`src/rtl/ihtab_pkg.sv`:
```
// ----------------------------------------------------------------------------
// ihtab_pkg: shared types and constants for the inode name hash table
// Table geometry, field widths, mode and status codes, and payload structs.
// ----------------------------------------------------------------------------
`default_nettype none

package ihtab_pkg;

  // Table geometry; the home slot is the low key bits, so the size is a power of two
  localparam int unsigned TABLE_SIZE = 8192;
  localparam int unsigned KEY_BITS   = 16;
  localparam int unsigned NAME_BYTES = 14;

  localparam int unsigned SLOT_W    = $clog2(TABLE_SIZE);
  localparam int unsigned KEY_W     = 16;
  localparam int unsigned PARENT_W  = 16;
  localparam int unsigned NAME_LO_W = 64;
  localparam int unsigned NAME_HI_W = 48;
  localparam int unsigned DATA_W    = PARENT_W + NAME_LO_W + NAME_HI_W;

  localparam logic [SLOT_W-1:0] LAST_SLOT = SLOT_W'(TABLE_SIZE - 1);

  localparam logic [7:0] DOT_CHAR = 8'h2E;

  // Masks for the used key bits and name bytes
  localparam logic [KEY_W-1:0] KEY_MASK = KEY_W'((64'd1 << KEY_BITS) - 64'd1);
  localparam logic [NAME_LO_W-1:0] NAME_LO_MASK =
    (NAME_BYTES >= 8) ? {NAME_LO_W{1'b1}}
                      : ((NAME_LO_W'(1) << (8 * NAME_BYTES)) - NAME_LO_W'(1));
  localparam logic [NAME_HI_W-1:0] NAME_HI_MASK =
    (NAME_BYTES <= 8) ? '0
                      : ((NAME_HI_W'(1) << (8 * (NAME_BYTES - 8))) - NAME_HI_W'(1));

  typedef enum logic [1:0] {
    MODE_INSERT = 2'd0,
    MODE_LOOKUP = 2'd1,
    MODE_RECORD = 2'd2
  } ihtab_mode_e;

  typedef enum logic [1:0] {
    STAT_OK     = 2'd0,
    STAT_FULL   = 2'd1,
    STAT_DOT    = 2'd2,
    STAT_ABSENT = 2'd3
  } ihtab_status_e;

  typedef enum logic [2:0] {
    ST_CLEAR,
    ST_IDLE,
    ST_PROBE,
    ST_DATA,
    ST_DONE
  } ihtab_state_e;

  typedef struct packed {
    logic [1:0]           mode;
    logic [KEY_W-1:0]     key;
    logic [PARENT_W-1:0]  parent;
    logic [NAME_LO_W-1:0] name_low;
    logic [NAME_HI_W-1:0] name_high;
  } ihtab_in_t;

  typedef struct packed {
    logic                 found;
    logic [SLOT_W-1:0]    slot;
    logic [PARENT_W-1:0]  stored_parent;
    logic [NAME_LO_W-1:0] stored_name_low;
    logic [NAME_HI_W-1:0] stored_name_high;
    ihtab_status_e        status;
  } ihtab_out_t;

  // Key store port: one write, one registered read per cycle
  typedef struct packed {
    logic              we;
    logic [SLOT_W-1:0] waddr;
    logic [KEY_W-1:0]  wdata;
    logic [SLOT_W-1:0] raddr;
  } ihtab_kreq_t;

  // Entry data store port: parent in the top bits, then name low, then name high
  typedef struct packed {
    logic              we;
    logic [SLOT_W-1:0] waddr;
    logic [DATA_W-1:0] wdata;
    logic [SLOT_W-1:0] raddr;
  } ihtab_dreq_t;

  // Name is "." or ".."
  function automatic logic is_dot_name(logic [NAME_LO_W-1:0] lo);
    logic [7:0] b0;
    logic [7:0] b1;
    logic [7:0] b2;
    b0 = lo[7:0];
    b1 = lo[15:8];
    b2 = lo[23:16];
    return (b0 == DOT_CHAR) && ((b1 == 8'h00) || ((b1 == DOT_CHAR) && (b2 == 8'h00)));
  endfunction

endpackage

`default_nettype wire

```
`src/rtl/ihtab_seq.sv`:
```
// ----------------------------------------------------------------------------
// ihtab_seq: probe sequencer of the hash table
// Clears the key store after reset, walks the probe chain one slot per cycle
// with a single key comparator, then inserts, records or reports the entry.
// ----------------------------------------------------------------------------
`default_nettype none

module ihtab_seq (
  input  logic                         clk_i,
  input  logic                         rst_ni,
  input  logic                         in_valid_i,
  output logic                         in_stall_o,
  input  ihtab_pkg::ihtab_in_t         in_data_i,
  output logic                         res_valid_o,
  input  logic                         res_ready_i,
  output ihtab_pkg::ihtab_out_t        res_o,
  output ihtab_pkg::ihtab_kreq_t       kreq_o,
  input  logic [ihtab_pkg::KEY_W-1:0]  key_rdata_i,
  output ihtab_pkg::ihtab_dreq_t       dreq_o,
  input  logic [ihtab_pkg::DATA_W-1:0] data_rdata_i
);
  import ihtab_pkg::*;

  ihtab_state_e      state_q, state_d;
  logic [SLOT_W-1:0] clr_q, clr_d;
  logic [SLOT_W-1:0] slot_q, slot_d;
  logic [SLOT_W-1:0] probes_q, probes_d;
  logic [SLOT_W-1:0] count_q, count_d;
  ihtab_in_t         item_q, item_d;
  ihtab_out_t        res_q, res_d;

  ihtab_in_t         in_masked;
  logic              absent;
  logic              has_empty;
  logic [SLOT_W-1:0] absent_slot;

  // Trim the incoming item to the used key bits and name bytes
  always_comb begin
    in_masked           = in_data_i;
    in_masked.key       = in_data_i.key & KEY_MASK;
    in_masked.name_low  = in_data_i.name_low & NAME_LO_MASK;
    in_masked.name_high = in_data_i.name_high & NAME_HI_MASK;
  end

  // Control state
  always_ff @(posedge clk_i or negedge rst_ni) begin
    if (!rst_ni) begin
      state_q  <= ST_CLEAR;
      clr_q    <= '0;
      count_q  <= '0;
      probes_q <= '0;
    end else begin
      state_q  <= state_d;
      clr_q    <= clr_d;
      count_q  <= count_d;
      probes_q <= probes_d;
    end
  end

  // Item, probe position and result
  always_ff @(posedge clk_i) begin
    item_q <= item_d;
    slot_q <= slot_d;
    res_q  <= res_d;
  end

  // Next state, store requests and result
  always_comb begin
    state_d     = state_q;
    clr_d       = clr_q;
    count_d     = count_q;
    probes_d    = probes_q;
    item_d      = item_q;
    slot_d      = slot_q;
    res_d       = res_q;
    kreq_o      = '0;
    kreq_o.raddr = slot_q;
    dreq_o      = '0;
    dreq_o.raddr = slot_q;
    absent      = 1'b0;
    has_empty   = 1'b0;
    absent_slot = slot_q;

    unique case (state_q)
      ST_CLEAR: begin
        // sweep the key store to empty, one slot per cycle
        kreq_o.we    = 1'b1;
        kreq_o.waddr = clr_q;
        kreq_o.wdata = '0;
        clr_d        = clr_q + SLOT_W'(1);
        if (clr_q == LAST_SLOT) begin
          state_d = ST_IDLE;
        end
      end

      ST_IDLE: begin
        if (in_valid_i) begin
          item_d       = in_masked;
          slot_d       = in_masked.key[SLOT_W-1:0];
          probes_d     = '0;
          kreq_o.raddr = in_masked.key[SLOT_W-1:0];
          if (in_masked.key == '0) begin
            // zero key is never stored
            res_d        = '0;
            res_d.status = STAT_ABSENT;
            state_d      = ST_DONE;
          end else begin
            state_d = ST_PROBE;
          end
        end
      end

      ST_PROBE: begin
        if (key_rdata_i == item_q.key) begin
          // hit: fetch the entry data
          dreq_o.raddr = slot_q;
          state_d      = ST_DATA;
        end else if (key_rdata_i == '0) begin
          absent    = 1'b1;
          has_empty = 1'b1;
        end else if (probes_q == LAST_SLOT) begin
          // every slot visited: absent at the home slot
          absent      = 1'b1;
          absent_slot = item_q.key[SLOT_W-1:0];
        end else begin
          // advance to the next slot, wrapping at the end
          slot_d       = slot_q + SLOT_W'(1);
          probes_d     = probes_q + SLOT_W'(1);
          kreq_o.raddr = slot_q + SLOT_W'(1);
        end

        if (absent) begin
          res_d       = '0;
          res_d.slot  = absent_slot;
          if (item_q.mode == MODE_INSERT) begin
            if (has_empty && (count_q != LAST_SLOT)) begin
              kreq_o.we    = 1'b1;
              kreq_o.waddr = absent_slot;
              kreq_o.wdata = item_q.key;
              dreq_o.we    = 1'b1;
              dreq_o.waddr = absent_slot;
              dreq_o.wdata = '0;
              count_d      = count_q + SLOT_W'(1);
              res_d.status = STAT_OK;
            end else begin
              res_d.status = STAT_FULL;
            end
          end else begin
            res_d.status = STAT_ABSENT;
          end
          state_d = ST_DONE;
        end
      end

      ST_DATA: begin
        res_d.found = 1'b1;
        res_d.slot  = slot_q;
        {res_d.stored_parent, res_d.stored_name_low, res_d.stored_name_high} = data_rdata_i;
        res_d.status = STAT_OK;
        if (item_q.mode == MODE_RECORD) begin
          if (is_dot_name(item_q.name_low)) begin
            res_d.status = STAT_DOT;
          end else begin
            // record parent and name into the entry
            dreq_o.we    = 1'b1;
            dreq_o.waddr = slot_q;
            dreq_o.wdata = {item_q.parent, item_q.name_low, item_q.name_high};
            res_d.stored_parent    = item_q.parent;
            res_d.stored_name_low  = item_q.name_low;
            res_d.stored_name_high = item_q.name_high;
          end
        end
        state_d = ST_DONE;
      end

      ST_DONE: begin
        // hold the result until the output register takes it
        if (res_ready_i) begin
          state_d = ST_IDLE;
        end
      end

      default: begin
        state_d = ST_IDLE;
      end
    endcase
  end

  assign in_stall_o  = (state_q != ST_IDLE);
  assign res_valid_o = (state_q == ST_DONE);
  assign res_o       = res_q;

endmodule

`default_nettype wire

```
`config.mk`:
```
export PLATFORM = sky130hd
export DESIGN_NAME = ihtab_seq
export DESIGN_NICKNAME = d
export VERILOG_FILES = /design/src/rtl/ihtab_pkg.sv /design/src/rtl/ihtab_seq.sv
export SDC_FILE = /design/constraint.sdc
export NUM_CORES = 1
export LEC_CHECK = 0
export BUFFER_PORTS_ARGS = -buffer_cell sky130_fd_sc_hd__buf_2
export CAP_MARGIN = 10
export CELL_PAD_IN_SITES_DETAIL_PLACEMENT = 0
export CELL_PAD_IN_SITES_GLOBAL_PLACEMENT = 1
export CORE_AREA = 2 2 246 248
export DETAILED_ROUTE_END_ITERATION = 8
export DIE_AREA = 0 0 248 250
export PLACE_DENSITY_LB_ADDON = 0.12
export SLEW_MARGIN = 20
export SYNTH_ARGS = -nofsm -noshare
export SYNTH_HDL_FRONTEND = slang
export SYNTH_SLANG_ARGS = --single-unit
```
`constraint.sdc`:
```
create_clock -name clk_i -period 7 [get_ports clk_i]
set_input_delay 1.4 -clock clk_i [delete_from_list [all_inputs] [get_ports clk_i]]
set_output_delay 1.4 -clock clk_i [all_outputs]
set_load 0.03 [all_outputs]
```
==> results.cfg <==
[layout]
multi_input_area_mm2 = 0.00408
layout-drive-gt1-share_pct = 42.9
seqCellArea_mm2 = 0.0100
syn2layout_area_growth_pct = 39.0
final_util_pct = 33.6
stdcell_count = 2495
layout.nets = 1962
fill_cells = 6126

[floorplan]
core_area_mm2 = 0.0596
die_w_um = 248
core.rowCount = 90
ios = 638
die_h_um = 250
start_util_pct = 24.2
dieArea_mm2 = 0.0620

[cts]
post_cts_buffers = 0
root_buffer = clkbuf_16
cts_resized = 0
hold_buffers = 0
cts_tree = yes
cts.path.max_buffers = 3
numCtsBuffers = 43
insertion_delay_ns = 0.57
cts_max_level = 2
clk_pin_slew_ns = 0.06
clock-sinks = 345

[worst_setup_path]
worstSetupStartpoint = key_rdata_i[5]
path_class = in2out
r2r-start = probes_q[0]$_DFFE_PN0P_
start_kind = primary input
cp-end-kind = output pin
r2r_end = res_o[14]$_DFFE_PP_
worst-endpoint-arrival_ns = 3.88
endpoint = dreq_o[151]
ff2ff_path_depth = 7
critPathRequiredTime_ns = 5.60
rrSetupSlack_ns = 3.58
cp_max_fo = 14

[power]
ir_drop_uv = 191
power_leakage_nw = 9.88
power_density_mw_per_mm2 = 418
total_power_mw = 8.35

[grt]
grt_max_degree = 99
grt_use_total_pct = 19.1
grt-ovfl-total = 0
grt_pass1_wl_um = 84900
antenna_found_initial = 25
grt_pass1_vias = 11400

[placement]
port_buffers = 637
pre_cts_ws_ns = 1.71
gp_congestion = 0.844
dp_cells = 2401
place_hpwl_um = 47100

[synth]
async_reset_ff_share_pct = 12.2
syn-mean-instance-area_um2 = 14.0
netlist_area_mm2 = 0.0144
synth_area_leaders = edfxtp_1 (61%), dfrtp_1 (7.3%), a21o_1 (6.8%), and3_1 (5.9%), dfxtp_1 (1.8%)
synth_top_area_share_pct = 60.5
synthFlopType = edfxtp_1
seq_area_frac_synth_pct = 69.6
synth_edf_count = 290
synth_nets = 1324
synth_cells = 1026
synth.ff_latch_count = 345
yosysUniqueCellTypes = 48
synth_top_area_cell = edfxtp_1
ys_warn_count = 0

[routing]
drc_errors = 0
ant_nets = 0
drt_iter0_drc = 554
vias = 11400
first_pass_iters = 5
viasPerCell = 4.56
wl_per_cell_um = 24.8
routed_wl_um = 61800

[sta]
finalCriticalPeriod_ns = 5.28
skew_ns = 0.0259
worst_pin_slew_ns = 1.07
maxSlewViolCount = 0
setup_viol = 0
fin_ws_ns = 1.72
hold_viol = 0
fmax_ghz = 0.189
setup_tns_ns = 0
post-route-period-util_pct = 75.4
rsz0062_at_grt = false
relSlewSlack_pct = 28.7

[min_path]
worstHoldStart = count_q[12]$_DFFE_PN0P_
min_path_type = reg2reg

[job]
maxCapViolCount = 0

[outcome]
status = finished, final reports clean
[cells in the mapped netlist (7+ instances only)]
cell / n
buf_2: 7
a22o_1: 13
xor2_1: 22
nor2_1: 38
and3_1: 136
and2_1: 21
mux2i_1: 15
nand2_1: 46
xnor2_1: 20
clkbuf_1: 36
nor4_1: 16
edfxtp_1: 290
inv_1: 12
o311ai_0: 11
a21o_1: 130
dfxtp_1: 13
nor3_1: 9
o21ai_0: 13
nand4_1: 17
nand3_1: 29
nor2b_1: 13
dfrtp_1: 42
buf_4: 15
[stage by stage]
step	hold slack (ns)	instance area [um^2]
3_5_place_dp	0.462	18400
6_report	0.472	20000
2_1_floorplan	0.436	14400
5_1_grt	0.499	20000
3_3_place_gp	0.455	18400
4_1_cts	0.478	20000
[cells by family after synthesis]
group | synth area share (%)
adder cells (fa/ha/maj) | 0.348
AND/OR/NAND/NOR | 13.8
flip-flops | 69.6
AO/OA/AOI/OAI | 10.0
XOR/XNOR | 2.56
buffers and inverters | 2.43
multiplexers | 1.20
[registers in the layout, indices dropped and copies added, names as in the netlist]
register and flops:
item_q 146, res_o 144, clr_q 13, count_q 13
probes_q 13, slot_q 13, state_q 3
[power by group]
part / internal [mW] / switching, mW / total, mW
clock: 1.49 / 0.917 / 2.41
sequential: 3.07 / 0.361 / 3.43
combinational: 0.604 / 1.91 / 2.52
[final cells by class]
cell class                 count  share of cell area (%)
timing repair buffer         653                    16.6
tap                          782                    4.89
inverter                      12                   0.250
sequential                   345                    50.1
multi-input combinational    609                    20.4
antenna                       17                   0.213
clock inverter                27                    1.90
clock buffer                  50                    5.67
[worst min-delay path by stage]
stage | depth (start not counted) | to
after floorplan | 1 | count_q[12]$_DFFE_PN0P_
after global placement | 1 | count_q[12]$_DFFE_PN0P_
after detailed placement | 1 | count_q[12]$_DFFE_PN0P_
after CTS | 1 | count_q[12]$_DFFE_PN0P_
after global routing | 1 | count_q[7]$_DFFE_PN0P_
final | 1 | count_q[12]$_DFFE_PN0P_
[worst max-delay path, cell delays in order]
cell and delay (ns):
buf_2 0.11, xor2_1 0.15, nor4_1 0.43, nand4_1 0.19, buf_4 0.23, and4_1 0.21, a21oi_1 0.82, nor2b_1 0.10
buf_2 0.22
[layout by cell type, fill, tap and decap left out, types with 15 or more instances in the layout]
| master | n |
|---|---|
| a21o_1 | 130 |
| and2_1 | 21 |
| and3_1 | 134 |
| buf_2 | 637 |
| buf_4 | 15 |
| clkbuf_16 | 44 |
| dfrtp_1 | 42 |
| diode_2 | 17 |
| edfxtp_1 | 290 |
| mux2i_1 | 15 |
| nand2_1 | 46 |
| nand3_1 | 29 |
| nand4_1 | 17 |
| nor2_1 | 38 |
| nor4_1 | 16 |
| xnor2_1 | 20 |
| xor2_1 | 22 |
[per-layer routing]
layer / track usage (%) / wire, um / part of all wire, %
met5: 0 / 58 / 0.094
met4: 6.55 / 1990 / 3.2
met3: 5.81 / 4920 / 8.0
met2: 33.7 / 31600 / 51
met1: 21.6 / 23300 / 38
Note: power is estimated with default switching activity, not from simulation.
